===== config.mk =====
export PLATFORM = sky130hd
export DESIGN_NAME = pwm_input_diagnostic_status_pwm_flat
export DESIGN_NICKNAME = d
export VERILOG_FILES = /design/src/hdl/pids_pkg.sv /design/src/hdl/pids_if.sv /design/src/hdl/pids_front.sv /design/src/hdl/pids_queue.sv /design/src/hdl/pids_back.sv /design/src/hdl/pwm_input_diagnostic_status_pwm.sv /design/src/flat_wrapper.sv
export SDC_FILE = /design/constraint.sdc
export NUM_CORES = 1
export LEC_CHECK = 0
export ABC_CLOCK_PERIOD_IN_PS = 14820
export BUFFER_PORTS_ARGS = -buffer_cell sky130_fd_sc_hd__buf_2
export CAP_MARGIN = 0
export CORE_MARGIN = 1
export CORE_UTILIZATION = 70
export CTS_BUF_LIST = sky130_fd_sc_hd__clkbuf_2 sky130_fd_sc_hd__clkbuf_4 sky130_fd_sc_hd__clkbuf_8
export CTS_CLUSTER_SIZE = 12
export DETAILED_ROUTE_END_ITERATION = 8
export GPL_TIMING_DRIVEN = 1
export PLACE_DENSITY_LB_ADDON = 0.1
export SETUP_SLACK_MARGIN = 0.2
export SYNTH_ARGS = -nofsm -noshare
export SYNTH_HDL_FRONTEND = slang
export SYNTH_SLANG_ARGS = --single-unit

===== constraint.sdc =====
create_clock -name clk_i -period 14.82 [get_ports clk_i]
set_clock_uncertainty 0.15 [all_clocks]
set_input_delay 2.964 -clock clk_i [delete_from_list [all_inputs] [get_ports clk_i]]
set_output_delay 2.964 -clock clk_i [all_outputs]
set_load 0.1 [all_outputs]

===== src/hdl/pids_pkg.sv =====
// ----------------------------------------------------------------------------
// pids_pkg: shared constants and types
// Register indexes, reset values and fault codes of the PWM diagnostic block.
// ----------------------------------------------------------------------------
package pids_pkg;

  localparam int unsigned OutPeriodTicks = 100;
  localparam int unsigned TimerBits      = 16;
  localparam int unsigned NumFaults      = 5;
  localparam int unsigned QueueDepth     = 2;

  localparam logic [2:0] RegClockHz  = 3'd0;
  localparam logic [2:0] RegConfirm  = 3'd1;
  localparam logic [2:0] RegHold     = 3'd2;
  localparam logic [2:0] RegNomLow   = 3'd3;
  localparam logic [2:0] RegNomHigh  = 3'd4;

  localparam logic [25:0] ClockHzReset  = 26'd625000;
  localparam logic [15:0] ConfirmReset  = 16'd400;
  localparam logic [15:0] HoldReset     = 16'd5000;
  localparam logic [9:0]  NomLowReset   = 10'd100;
  localparam logic [9:0]  NomHighReset  = 10'd250;

  localparam logic [6:0] CodeOk = 7'd11;
  localparam logic [6:0] CodeDutyLow  = 7'd65;
  localparam logic [6:0] CodeDutyHigh = 7'd70;
  localparam logic [6:0] CodeFreqLow  = 7'd75;
  localparam logic [6:0] CodeFreqMid  = 7'd80;
  localparam logic [6:0] CodeFreqHigh = 7'd85;

  // one classified request handed from front to back
  typedef struct packed {
    logic        is_cap;  // capture with non-zero period
    logic        is_tick;
    logic [6:0]  duty;
    logic [15:0] freq;
  } work_t;

  function automatic logic [6:0] fault_code(input logic [2:0] idx);
    logic [6:0] c;
    case (idx)
      3'd0: c = CodeDutyLow;
      3'd1: c = CodeDutyHigh;
      3'd2: c = CodeFreqLow;
      3'd3: c = CodeFreqMid;
      default: c = CodeFreqHigh;
    endcase
    return c;
  endfunction

endpackage


===== src/hdl/pids_if.sv =====
// ----------------------------------------------------------------------------
// pids_if: valid/ready channels
// Input, result and configuration write channels.
// ----------------------------------------------------------------------------
interface pids_in_if;
  logic        valid;
  logic        ready;
  logic        cmd;
  logic [15:0] high_ticks;
  logic [15:0] per_ticks;
  modport source (output valid, cmd, high_ticks, per_ticks, input ready);
  modport sink   (input valid, cmd, high_ticks, per_ticks, output ready);
endinterface

interface pids_out_if;
  logic        valid;
  logic        ready;
  logic [6:0]  status_code;
  logic        pin_level;
  logic [6:0]  duty_percent;
  logic [15:0] freq_hz;
  modport source (output valid, status_code, pin_level, duty_percent, freq_hz,
                  input ready);
  modport sink   (input valid, status_code, pin_level, duty_percent, freq_hz,
                  output ready);
endinterface

interface pids_cfg_if;
  logic        valid;
  logic        ready;
  logic [2:0]  index;
  logic [31:0] data;
  modport source (output valid, index, data, input ready);
  modport sink   (input valid, index, data, output ready);
endinterface


===== src/hdl/pids_front.sv =====
// ----------------------------------------------------------------------------
// pids_front: capture measurement
// Accepts requests; for a capture with a non-zero period it runs a restoring divider for duty and frequency.
// ----------------------------------------------------------------------------
module pids_front (
  input  logic              clk_i,
  input  logic              rst_ni,
  input  logic [25:0]       clock_hz_i,
  input  logic              in_valid_i,
  output logic              in_ready_o,
  input  logic              cmd_i,
  input  logic [15:0]       high_i,
  input  logic [15:0]       period_i,
  output logic              wr_valid_o,
  input  logic              wr_ready_i,
  output pids_pkg::work_t   wr_data_o
);

  localparam logic [1:0] StIdle = 2'd0;
  localparam logic [1:0] StDuty = 2'd1;
  localparam logic [1:0] StFreq = 2'd2;
  localparam logic [1:0] StPush = 2'd3;

  logic [1:0]  state_q, state_d;
  logic [4:0]  cnt_q, cnt_d;
  logic [25:0] num_q, num_d;     // dividend shifting out, quotient shifting in
  logic [15:0] rem_q, rem_d;
  logic [15:0] div_q, div_d;
  pids_pkg::work_t w_q, w_d;

  logic [16:0] trial;
  logic [16:0] sub;
  logic        ge;
  logic [15:0] hclamp;
  logic [22:0] dprod;

  assign in_ready_o = (state_q == StIdle);
  assign wr_valid_o = (state_q == StPush);
  assign wr_data_o  = w_q;
  assign hclamp     = (high_i > period_i) ? period_i : high_i;
  // 100 * (period - high) fits in 23 bits
  assign dprod      = 23'(period_i - hclamp) * 23'd100;

  assign trial = {rem_q, num_q[25]};
  assign ge    = trial >= {1'b0, div_q};
  assign sub   = trial - {1'b0, div_q};

  // divider sequencer: 23 steps for duty, 26 for frequency
  always_comb begin
    state_d = state_q;
    cnt_d   = cnt_q;
    num_d   = num_q;
    rem_d   = rem_q;
    div_d   = div_q;
    w_d     = w_q;
    unique case (state_q)
      StIdle: begin
        if (in_valid_i) begin
          w_d.is_tick = ~cmd_i;
          w_d.is_cap  = cmd_i && (period_i != 16'd0);
          div_d = period_i;
          rem_d = '0;
          num_d = {dprod, 3'd0};
          cnt_d = 5'd0;
          state_d = (cmd_i && period_i != 16'd0) ? StDuty : StPush;
        end
      end
      StDuty, StFreq: begin
        rem_d = ge ? sub[15:0] : trial[15:0];
        num_d = {num_q[24:0], ge};
        cnt_d = cnt_q + 5'd1;
        if (state_q == StDuty && cnt_q == 5'd22) begin
          w_d.duty = {num_q[5:0], ge};
          rem_d = '0;
          num_d = clock_hz_i;
          cnt_d = 5'd0;
          state_d = StFreq;
        end else if (state_q == StFreq && cnt_q == 5'd25) begin
          w_d.freq = (num_q[24:15] != 10'd0) ? 16'hFFFF : {num_q[14:0], ge};
          state_d = StPush;
        end
      end
      StPush: if (wr_ready_i) state_d = StIdle;
      default: state_d = StIdle;
    endcase
  end

  always_ff @(posedge clk_i or negedge rst_ni) begin
    if (!rst_ni) begin
      state_q <= StIdle;
    end else begin
      state_q <= state_d;
    end
  end

  always_ff @(posedge clk_i) begin
    cnt_q <= cnt_d;
    num_q <= num_d;
    rem_q <= rem_d;
    div_q <= div_d;
    w_q   <= w_d;
  end

endmodule


===== src/hdl/pids_queue.sv =====
// ----------------------------------------------------------------------------
// pids_queue: small FIFO
// Two-entry queue between measurement front and diagnosis back.
// ----------------------------------------------------------------------------
module pids_queue #(
  parameter int unsigned Depth = pids_pkg::QueueDepth
) (
  input  logic            clk_i,
  input  logic            rst_ni,
  input  logic            wr_valid_i,
  output logic            wr_ready_o,
  input  pids_pkg::work_t wr_data_i,
  output logic            rd_valid_o,
  input  logic            rd_ready_i,
  output pids_pkg::work_t rd_data_o
);

  localparam int unsigned AW = (Depth > 1) ? $clog2(Depth) : 1;

  pids_pkg::work_t mem_q [Depth];
  logic [AW-1:0] wp_q, rp_q;
  logic [AW:0]   cnt_q;
  logic          push, pop;

  assign wr_ready_o = (cnt_q != (AW+1)'(Depth));
  assign rd_valid_o = (cnt_q != '0);
  assign rd_data_o  = mem_q[rp_q];
  assign push = wr_valid_i && wr_ready_o;
  assign pop  = rd_valid_o && rd_ready_i;

  function automatic logic [AW-1:0] nxt(input logic [AW-1:0] p);
    return (p == AW'(Depth - 1)) ? '0 : p + AW'(1);
  endfunction

  // pointers and fill count
  always_ff @(posedge clk_i or negedge rst_ni) begin
    if (!rst_ni) begin
      wp_q  <= '0;
      rp_q  <= '0;
      cnt_q <= '0;
    end else begin
      if (push) wp_q <= nxt(wp_q);
      if (pop)  rp_q <= nxt(rp_q);
      cnt_q <= cnt_q + (AW+1)'(push) - (AW+1)'(pop);
    end
  end

  always_ff @(posedge clk_i) begin
    if (push) mem_q[wp_q] <= wr_data_i;
  end

endmodule


===== src/hdl/pids_back.sv =====
// ----------------------------------------------------------------------------
// pids_back: diagnosis and status PWM
// Timers, fault confirmation and toggle generator; one result per request.
// ----------------------------------------------------------------------------
module pids_back #(
  parameter int unsigned TimerW = pids_pkg::TimerBits
) (
  input  logic            clk_i,
  input  logic            rst_ni,
  input  logic [15:0]     confirm_i,
  input  logic [15:0]     hold_i,
  input  logic [9:0]      nom_lo_i,
  input  logic [9:0]      nom_hi_i,
  input  logic            rd_valid_i,
  output logic            rd_ready_o,
  input  pids_pkg::work_t rd_data_i,
  pids_out_if.source      out
);

  localparam int unsigned N = pids_pkg::NumFaults;
  localparam logic [TimerW-1:0] TMax = '1;

  logic [6:0]        duty_q, code_q;
  logic [15:0]       freq_q;
  logic [TimerW-1:0] hold_q, ocnt_q, ctmr_q [N];
  logic [N-1:0]      armed_q;
  logic              phase_q, tog_q, pin_q, ovld_q;

  logic [6:0]        duty_d, code_d;
  logic [15:0]       freq_d;
  logic [TimerW-1:0] hold_d, ocnt_d, ctmr_d [N];
  logic [N-1:0]      armed_d, act;
  logic              phase_d, tog_d, pin_d, ok;
  logic [TimerW-1:0] cload, hload;
  logic signed [11:0] f, d, lo, hi;
  logic [6:0]        lowt;
  logic              take;

  assign rd_ready_o = !ovld_q || out.ready;
  assign take = rd_valid_i && rd_ready_o;

  // saturate 16-bit loads to the timer width
  function automatic logic [TimerW-1:0] sat(input logic [15:0] v);
    if (TimerW >= 16) return TimerW'(v);
    return (v > 16'(TMax)) ? TMax : TimerW'(v);
  endfunction
  assign cload = sat(confirm_i);
  assign hload = sat(hold_i);

  always_comb begin
    duty_d = duty_q; freq_d = freq_q; code_d = code_q; hold_d = hold_q;
    ocnt_d = ocnt_q; armed_d = armed_q; phase_d = phase_q;
    tog_d = tog_q; pin_d = pin_q;
    for (int i = 0; i < N; i++) ctmr_d[i] = ctmr_q[i];
    // measurement update or tick
    if (rd_data_i.is_cap) begin
      duty_d = rd_data_i.duty;
      freq_d = rd_data_i.freq;
    end
    if (rd_data_i.is_tick) begin
      if (ocnt_d != TMax) ocnt_d = ocnt_d + TimerW'(1);
      if (hold_d != '0) hold_d = hold_d - TimerW'(1);
      for (int i = 0; i < N; i++)
        if (ctmr_d[i] != '0) ctmr_d[i] = ctmr_d[i] - TimerW'(1);
    end
    // diagnosis
    f  = {1'b0, (freq_d > 16'd2047) ? 11'h7FF : freq_d[10:0]};
    d  = {5'd0, duty_d};
    lo = {2'd0, nom_lo_i};
    hi = {2'd0, nom_hi_i};
    ok = ((f >= lo - 12'sd1 && f <= lo + 12'sd1) || (f >= hi - 12'sd1 && f <= hi + 12'sd1))
         && d > 12'sd2 && d < 12'sd98;
    act[0] = d < 12'sd3;
    act[1] = d > 12'sd97;
    act[2] = f <= lo - 12'sd2;
    act[3] = f >= lo + 12'sd2 && f <= hi - 12'sd2;
    act[4] = f >= hi + 12'sd2;
    if (hold_d <= TimerW'(1)) begin
      if (ok) begin
        code_d = pids_pkg::CodeOk;
      end else begin
        for (int i = 0; i < N; i++) begin
          if (act[i]) begin
            if (!armed_d[i]) begin
              ctmr_d[i] = cload;
              armed_d[i] = 1'b1;
            end
            if (ctmr_d[i] <= TimerW'(1)) begin
              code_d = pids_pkg::fault_code(3'(i));
              armed_d[i] = 1'b0;
              hold_d = hload;
            end
          end
        end
      end
    end
    // toggle generator
    lowt = 7'(pids_pkg::OutPeriodTicks) - code_d;
    if (!phase_d && ocnt_d >= TimerW'(code_d)) begin
      pin_d = tog_d; tog_d = ~tog_d; ocnt_d = '0; phase_d = 1'b1;
    end
    if (phase_d && ocnt_d >= TimerW'(lowt)) begin
      pin_d = tog_d; tog_d = ~tog_d; ocnt_d = '0; phase_d = 1'b0;
    end
  end

  always_ff @(posedge clk_i or negedge rst_ni) begin
    if (!rst_ni) begin
      duty_q <= '0; freq_q <= '0; code_q <= pids_pkg::CodeOk; hold_q <= '0;
      ocnt_q <= '0; armed_q <= '0; phase_q <= 1'b0; tog_q <= 1'b0;
      pin_q <= 1'b0; ovld_q <= 1'b0;
      for (int i = 0; i < N; i++) ctmr_q[i] <= '0;
    end else begin
      if (take) begin
        duty_q <= duty_d; freq_q <= freq_d; code_q <= code_d; hold_q <= hold_d;
        ocnt_q <= ocnt_d; armed_q <= armed_d; phase_q <= phase_d;
        tog_q <= tog_d; pin_q <= pin_d;
        for (int i = 0; i < N; i++) ctmr_q[i] <= ctmr_d[i];
      end
      if (take) ovld_q <= 1'b1;
      else if (out.ready) ovld_q <= 1'b0;
    end
  end

  assign out.valid        = ovld_q;
  assign out.status_code  = code_q;
  assign out.pin_level    = pin_q;
  assign out.duty_percent = duty_q;
  assign out.freq_hz      = freq_q;

  // code is always ok or a fault code
  a_code: assert property (@(posedge clk_i) disable iff (!rst_ni)
    code_q == pids_pkg::CodeOk || code_q == pids_pkg::CodeDutyLow ||
    code_q == pids_pkg::CodeDutyHigh || code_q == pids_pkg::CodeFreqLow ||
    code_q == pids_pkg::CodeFreqMid || code_q == pids_pkg::CodeFreqHigh)
    else $error("bad status code");
  a_duty: assert property (@(posedge clk_i) disable iff (!rst_ni) duty_q <= 7'd100)
    else $error("duty out of range");
  a_result: assert property (@(posedge clk_i) disable iff (!rst_ni) take |=> ovld_q)
    else $error("result lost");

endmodule


===== src/hdl/pwm_input_diagnostic_status_pwm.sv =====
// ----------------------------------------------------------------------------
// pwm_input_diagnostic_status_pwm: input PWM diagnosis with status PWM
// Measures a captured PWM, confirms faults and reports a status code.
// ----------------------------------------------------------------------------
// One result per request. A tick, or a capture with a zero period, goes from
// the idle state of the front straight to its push state. A capture with a
// non-zero period first runs the duty and then the frequency division of the
// one-bit-per-cycle restoring divider in the front (23 steps for duty, 26 for
// frequency). The front takes no new request before leaving its push state.
// A two-entry queue decouples measurement from diagnosis; a stalled result
// output backs up through the queue and then holds off the input.
module pwm_input_diagnostic_status_pwm #(
  parameter int unsigned TimerW     = pids_pkg::TimerBits,
  parameter int unsigned QueueDepth = pids_pkg::QueueDepth
) (
  input  logic        clk_i,
  input  logic        rst_ni,
  pids_in_if.sink     in_ch,
  pids_out_if.source  out_ch,
  pids_cfg_if.sink    cfg_ch
);

  logic [25:0] clk_hz_q;
  logic [15:0] confirm_q, hold_q;
  logic [9:0]  lo_q, hi_q;
  logic        wv, wr, rv, rr;
  pids_pkg::work_t wd, rd;

  assign cfg_ch.ready = 1'b1;

  // configuration registers
  always_ff @(posedge clk_i or negedge rst_ni) begin
    if (!rst_ni) begin
      clk_hz_q  <= pids_pkg::ClockHzReset;
      confirm_q <= pids_pkg::ConfirmReset;
      hold_q    <= pids_pkg::HoldReset;
      lo_q      <= pids_pkg::NomLowReset;
      hi_q      <= pids_pkg::NomHighReset;
    end else if (cfg_ch.valid) begin
      unique case (cfg_ch.index)
        pids_pkg::RegClockHz: clk_hz_q  <= cfg_ch.data[25:0];
        pids_pkg::RegConfirm: confirm_q <= cfg_ch.data[15:0];
        pids_pkg::RegHold:    hold_q    <= cfg_ch.data[15:0];
        pids_pkg::RegNomLow:  lo_q      <= cfg_ch.data[9:0];
        pids_pkg::RegNomHigh: hi_q      <= cfg_ch.data[9:0];
        default: ;
      endcase
    end
  end

  pids_front u_front (
    .clk_i, .rst_ni, .clock_hz_i(clk_hz_q),
    .in_valid_i(in_ch.valid), .in_ready_o(in_ch.ready), .cmd_i(in_ch.cmd),
    .high_i(in_ch.high_ticks), .period_i(in_ch.per_ticks),
    .wr_valid_o(wv), .wr_ready_i(wr), .wr_data_o(wd)
  );

  pids_queue #(.Depth(QueueDepth)) u_queue (
    .clk_i, .rst_ni, .wr_valid_i(wv), .wr_ready_o(wr), .wr_data_i(wd),
    .rd_valid_o(rv), .rd_ready_i(rr), .rd_data_o(rd)
  );

  pids_back #(.TimerW(TimerW)) u_back (
    .clk_i, .rst_ni, .confirm_i(confirm_q), .hold_i(hold_q),
    .nom_lo_i(lo_q), .nom_hi_i(hi_q),
    .rd_valid_i(rv), .rd_ready_o(rr), .rd_data_i(rd), .out(out_ch)
  );

endmodule

===== src/flat_wrapper.sv =====
// flat-port wrapper written by rule: the top's interface ports become plain ports
module pwm_input_diagnostic_status_pwm_flat 
#(
  parameter int unsigned TimerW     = pids_pkg::TimerBits,
  parameter int unsigned QueueDepth = pids_pkg::QueueDepth
)
  (clk_i, rst_ni, in_ch_valid, in_ch_cmd, in_ch_high_ticks, in_ch_per_ticks, in_ch_ready, out_ch_valid, out_ch_status_code, out_ch_pin_level, out_ch_duty_percent, out_ch_freq_hz, out_ch_ready, cfg_ch_valid, cfg_ch_index, cfg_ch_data, cfg_ch_ready);
  pids_in_if in_ch_i ();
  pids_out_if out_ch_i ();
  pids_cfg_if cfg_ch_i ();
  input  logic clk_i;
  input  logic rst_ni;
  input wire logic [$bits(in_ch_i.valid)-1:0] in_ch_valid;
  input wire logic [$bits(in_ch_i.cmd)-1:0] in_ch_cmd;
  input wire logic [$bits(in_ch_i.high_ticks)-1:0] in_ch_high_ticks;
  input wire logic [$bits(in_ch_i.per_ticks)-1:0] in_ch_per_ticks;
  output wire logic [$bits(in_ch_i.ready)-1:0] in_ch_ready;
  output wire logic [$bits(out_ch_i.valid)-1:0] out_ch_valid;
  output wire logic [$bits(out_ch_i.status_code)-1:0] out_ch_status_code;
  output wire logic [$bits(out_ch_i.pin_level)-1:0] out_ch_pin_level;
  output wire logic [$bits(out_ch_i.duty_percent)-1:0] out_ch_duty_percent;
  output wire logic [$bits(out_ch_i.freq_hz)-1:0] out_ch_freq_hz;
  input wire logic [$bits(out_ch_i.ready)-1:0] out_ch_ready;
  input wire logic [$bits(cfg_ch_i.valid)-1:0] cfg_ch_valid;
  input wire logic [$bits(cfg_ch_i.index)-1:0] cfg_ch_index;
  input wire logic [$bits(cfg_ch_i.data)-1:0] cfg_ch_data;
  output wire logic [$bits(cfg_ch_i.ready)-1:0] cfg_ch_ready;
  assign in_ch_i.valid = in_ch_valid;
  assign in_ch_i.cmd = in_ch_cmd;
  assign in_ch_i.high_ticks = in_ch_high_ticks;
  assign in_ch_i.per_ticks = in_ch_per_ticks;
  assign in_ch_ready = in_ch_i.ready;
  assign out_ch_valid = out_ch_i.valid;
  assign out_ch_status_code = out_ch_i.status_code;
  assign out_ch_pin_level = out_ch_i.pin_level;
  assign out_ch_duty_percent = out_ch_i.duty_percent;
  assign out_ch_freq_hz = out_ch_i.freq_hz;
  assign out_ch_i.ready = out_ch_ready;
  assign cfg_ch_i.valid = cfg_ch_valid;
  assign cfg_ch_i.index = cfg_ch_index;
  assign cfg_ch_i.data = cfg_ch_data;
  assign cfg_ch_ready = cfg_ch_i.ready;
  pwm_input_diagnostic_status_pwm #(.TimerW(TimerW), .QueueDepth(QueueDepth)) u_core (.clk_i(clk_i), .rst_ni(rst_ni), .in_ch(in_ch_i), .out_ch(out_ch_i), .cfg_ch(cfg_ch_i));
endmodule

==> summary.txt <==
Outcome
  • Run status: complete, no violations

Logic synthesis
  • Leading area contributor after synthesis: dfrtp_1
  • FF+latch count, synth: 373
  • Top post-synthesis cells by area: dfrtp_1 19%, edfxtp_1 15%, ha_1 10%, nand2_1 4.0%, o21ai_0 3.8%
  • Synthesized area: roughly 27,000 sq um
  • Sequential area share after synthesis: 37.52%
  • Post-synth top area share: 19.32%
  • Library cells used by synthesis: 95
  • Asr flop ratio synth: 63.00%
  • Dominant synthesized flop cell: dfrtp_1
  • Mean area per synthesized cell: between 9 and 10 sq um
  • Number of synthesized flops with an enable pin: about 140
  • Cells after synthesis: a little under 3,000
  • YS warnings: 0
  • Mapped Nets: ~3,300

Clock tree
  • CTS Buffer Depth: 3
  • Clk slew on worst S/H paths: ~0.060 ns
  • Post-CTS sizing: 0
  • Number of CTS-inserted buffers: between 60 and 70
  • Setup bufs post-CTS: 0
  • Cts hold-fix bufs: 0
  • Clk Latency, worst-skew pair: about 0.70 ns
  • H-tree Lvls: 2
  • CTS tree: built
  • Clk sinks: between 300 and 400
  • Root buf cell: clkbuf_8

Routing
  • Wire per inst: between 20 and 25 um
  • Remaining design rule violation count: 0
  • Via/cell ratio: between 6 and 7
  • Total Wirelength: 72.04 mm
  • Pre-antenna DRT Iters: 6
  • Antenna viol nets, final: 0
  • Routed via count: ~23,000
  • DR iter-0 viols: approximately 2,000

Place
  • # port buffers: 99
  • Gpl congestion: a little under 1
  • # placed instances: roughly 3,500
  • DP HPWL: approximately 50 mm

Die
  • Die W: about 200 um
  • Initial core utilization: a little under three quarters
  • Ports: roughly 110
  • Core area: between 30,000 and 40,000 sq um
  • Die height: roughly 200 um
  • Row Count: 71
  • Die area: between 30,000 and 40,000 sq um

STA
  • Relative slew slack: 20.41%
  • Worst Tran Pin Value: 1.183 ns
  • Final TNS setup: 0 ns
  • Max frequency: about 94 MHz
  • Tmin final: roughly 11 ns
  • Fin. Hold Viols: 0
  • Worst hold slack: just under 0.3 ns
  • Pins Over Slew Limit: 0
  • Final worst path period share: about 70%
  • Setup violations, final: 0
  • RSZ-0062 raised after global routing: no

Worst setup path
  • Kind of critical path: in2reg
  • CP max stage cell: fa_1
  • Reg2reg path depth: 38
  • Critical Path Max Stage Delay: 0.52 ns
  • CP required: ~15 ns
  • Worst R2R Setup Slack: between 4 and 5 ns
  • Crit path top cell by count: o21ai_0
  • Peak fanout along the critical path: 16
  • CP startpoint kind: input pin
  • CP Capture Type: flip-flop
  • Worst endpoint data arrival time: about 11 ns

Flow run
  • Max Cap Violations: 0

Final layout
  • Final net count: 3,319
  • Most common cell after layout, fill and taps aside: nand2_1
  • Fin util: between 70% and 80%
  • N_diodes: 0
  • Layout area overhead: 7.909%
  • Non-filler cells, final: about 3,600
  • Fraction of layout cells with a size suffix above 1: a little over an eighth
  • Most frequent cells in the layout: 284 x nand2_1, 217 x ha_1, 212 x inv_1

Global routing
  • Vias in the first global route: ~23,000
  • Tot GR Track Use: a little under two fifths
  • Largest net degree at the start of global routing: approximately 120
  • Overflow after GRT: 0
  • Initial antenna violation count: 1
  • First-pass GRT wire length: about 110 mm

Worst hold path
  • Hold Crit Class: reg2reg
  • Worst Hold Path Cells: 0

Pwr
  • Leak Pwr: about 12 nW
  • Pwr dens: 193.8 nW/um^2
  • Max IR drop VDD: 0.4390 mV
## power by group
group          total (mW)  switching [mW]  internal (mW)
sequential           1.70           0.348           1.35
combinational        2.90            1.80           1.10
clock                1.01           0.441          0.565
total                5.61            2.59           3.02
## state kept, by name (all words and copies together) (netlist names), 16 cells and up
name and count:
u_core.u_front.div_q 16, u_core.u_back.hold_q 16, u_core.hold_q 16, u_core.u_back.ctmr_q 80, u_core.clk_hz_q 26, u_core.u_back.out.freq_hz 16, u_core.u_queue.mem_q 50, u_core.u_front.rem_q 16
u_core.u_front.wr_data_o 25, u_core.confirm_q 16, u_core.u_back.ocnt_q 16, u_core.u_front.num_q 26
## cell families after synthesis
group / synth area share (%)
buffers and inverters: 5.221
multiplexers: 6.304
AND/OR/NAND/NOR: 18.72
AO/OA/AOI/OAI: 16.12
XOR/XNOR: 4.633
adder cells (fa/ha/maj): 11.47
other: 0.01398
flip-flops: 37.52
## path summary, 6_finish.rpt
kind	start	to
worst min-delay path	u_core.u_front.wr_data_o[5]	u_core.u_queue.mem_q[1][5]
min in group asynchronous	rst_ni	u_core.u_back.out.freq_hz[4]
worst min register to register	u_core.u_front.wr_data_o[5]	u_core.u_queue.mem_q[1][5]
max in group asynchronous	rst_ni	u_core.u_back.ctmr_q[59]
worst max-delay path	in_ch_per_ticks[1]	u_core.u_front.num_q[25]
worst max register to register	u_core.u_queue.mem_q[1][24]	u_core.u_back.ocnt_q[3]
## worst max-delay path: cells and delay by family
family                     cells  cell delay, ns
adders and majority gates      6            2.02
muxes                          1            0.30
xor gates and xnor gates       3            0.49
and+or+nand+nor               10            1.52
buffers and inverters          5            0.52
AOI/OAI and AO/OA             18            3.11
## per-layer routing
metal | part of all wire [%] | GRT usage, % | vias to the layer above
met3 | 9.0 | 6.234 | 185
li1 | - | - | 10840
met4 | 3.5 | 15.85 | 0
met2 | 46 | 58.88 | 1073
met1 | 42 | 50.26 | 11280
met5 | 0 | 0 | -
## through the flow
stage	setup slack (ns)	cell area (sq um)	total power, mW
floorplan	4.210	26810	3.853
global placement	3.924	27560	4.407
detailed placement	3.537	27560	4.545
CTS	4.216	28940	5.572
global route	3.498	28940	6.008
finish	4.134	28940	5.608
## Yosys cell counts, types with 68 or more instances
cell type / n
xor2_1: 68
nand3_1: 80
ha_1: 217
dfrtp_1: 207
mux2i_1: 80
nor2_1: 212
edfxtp_1: 138
inv_1: 212
xnor2_1: 72
nand2_1: 284
mux2_2: 79
clkbuf_1: 112
o21ai_0: 204
nor3_1: 77
a21oi_1: 190
## cell type report
class                      instances  area, sq um
fill                            2667         8731
timing repair buffer             121        670.6
clock buffer                      89         1131
sequential                       373        10060
clock inverter                    26        249.0
tap                              511        639.4
inverter                         213        799.5
multi-input combinational       2241        15390
No activity file was read; power rests on OpenSTA's default activity.
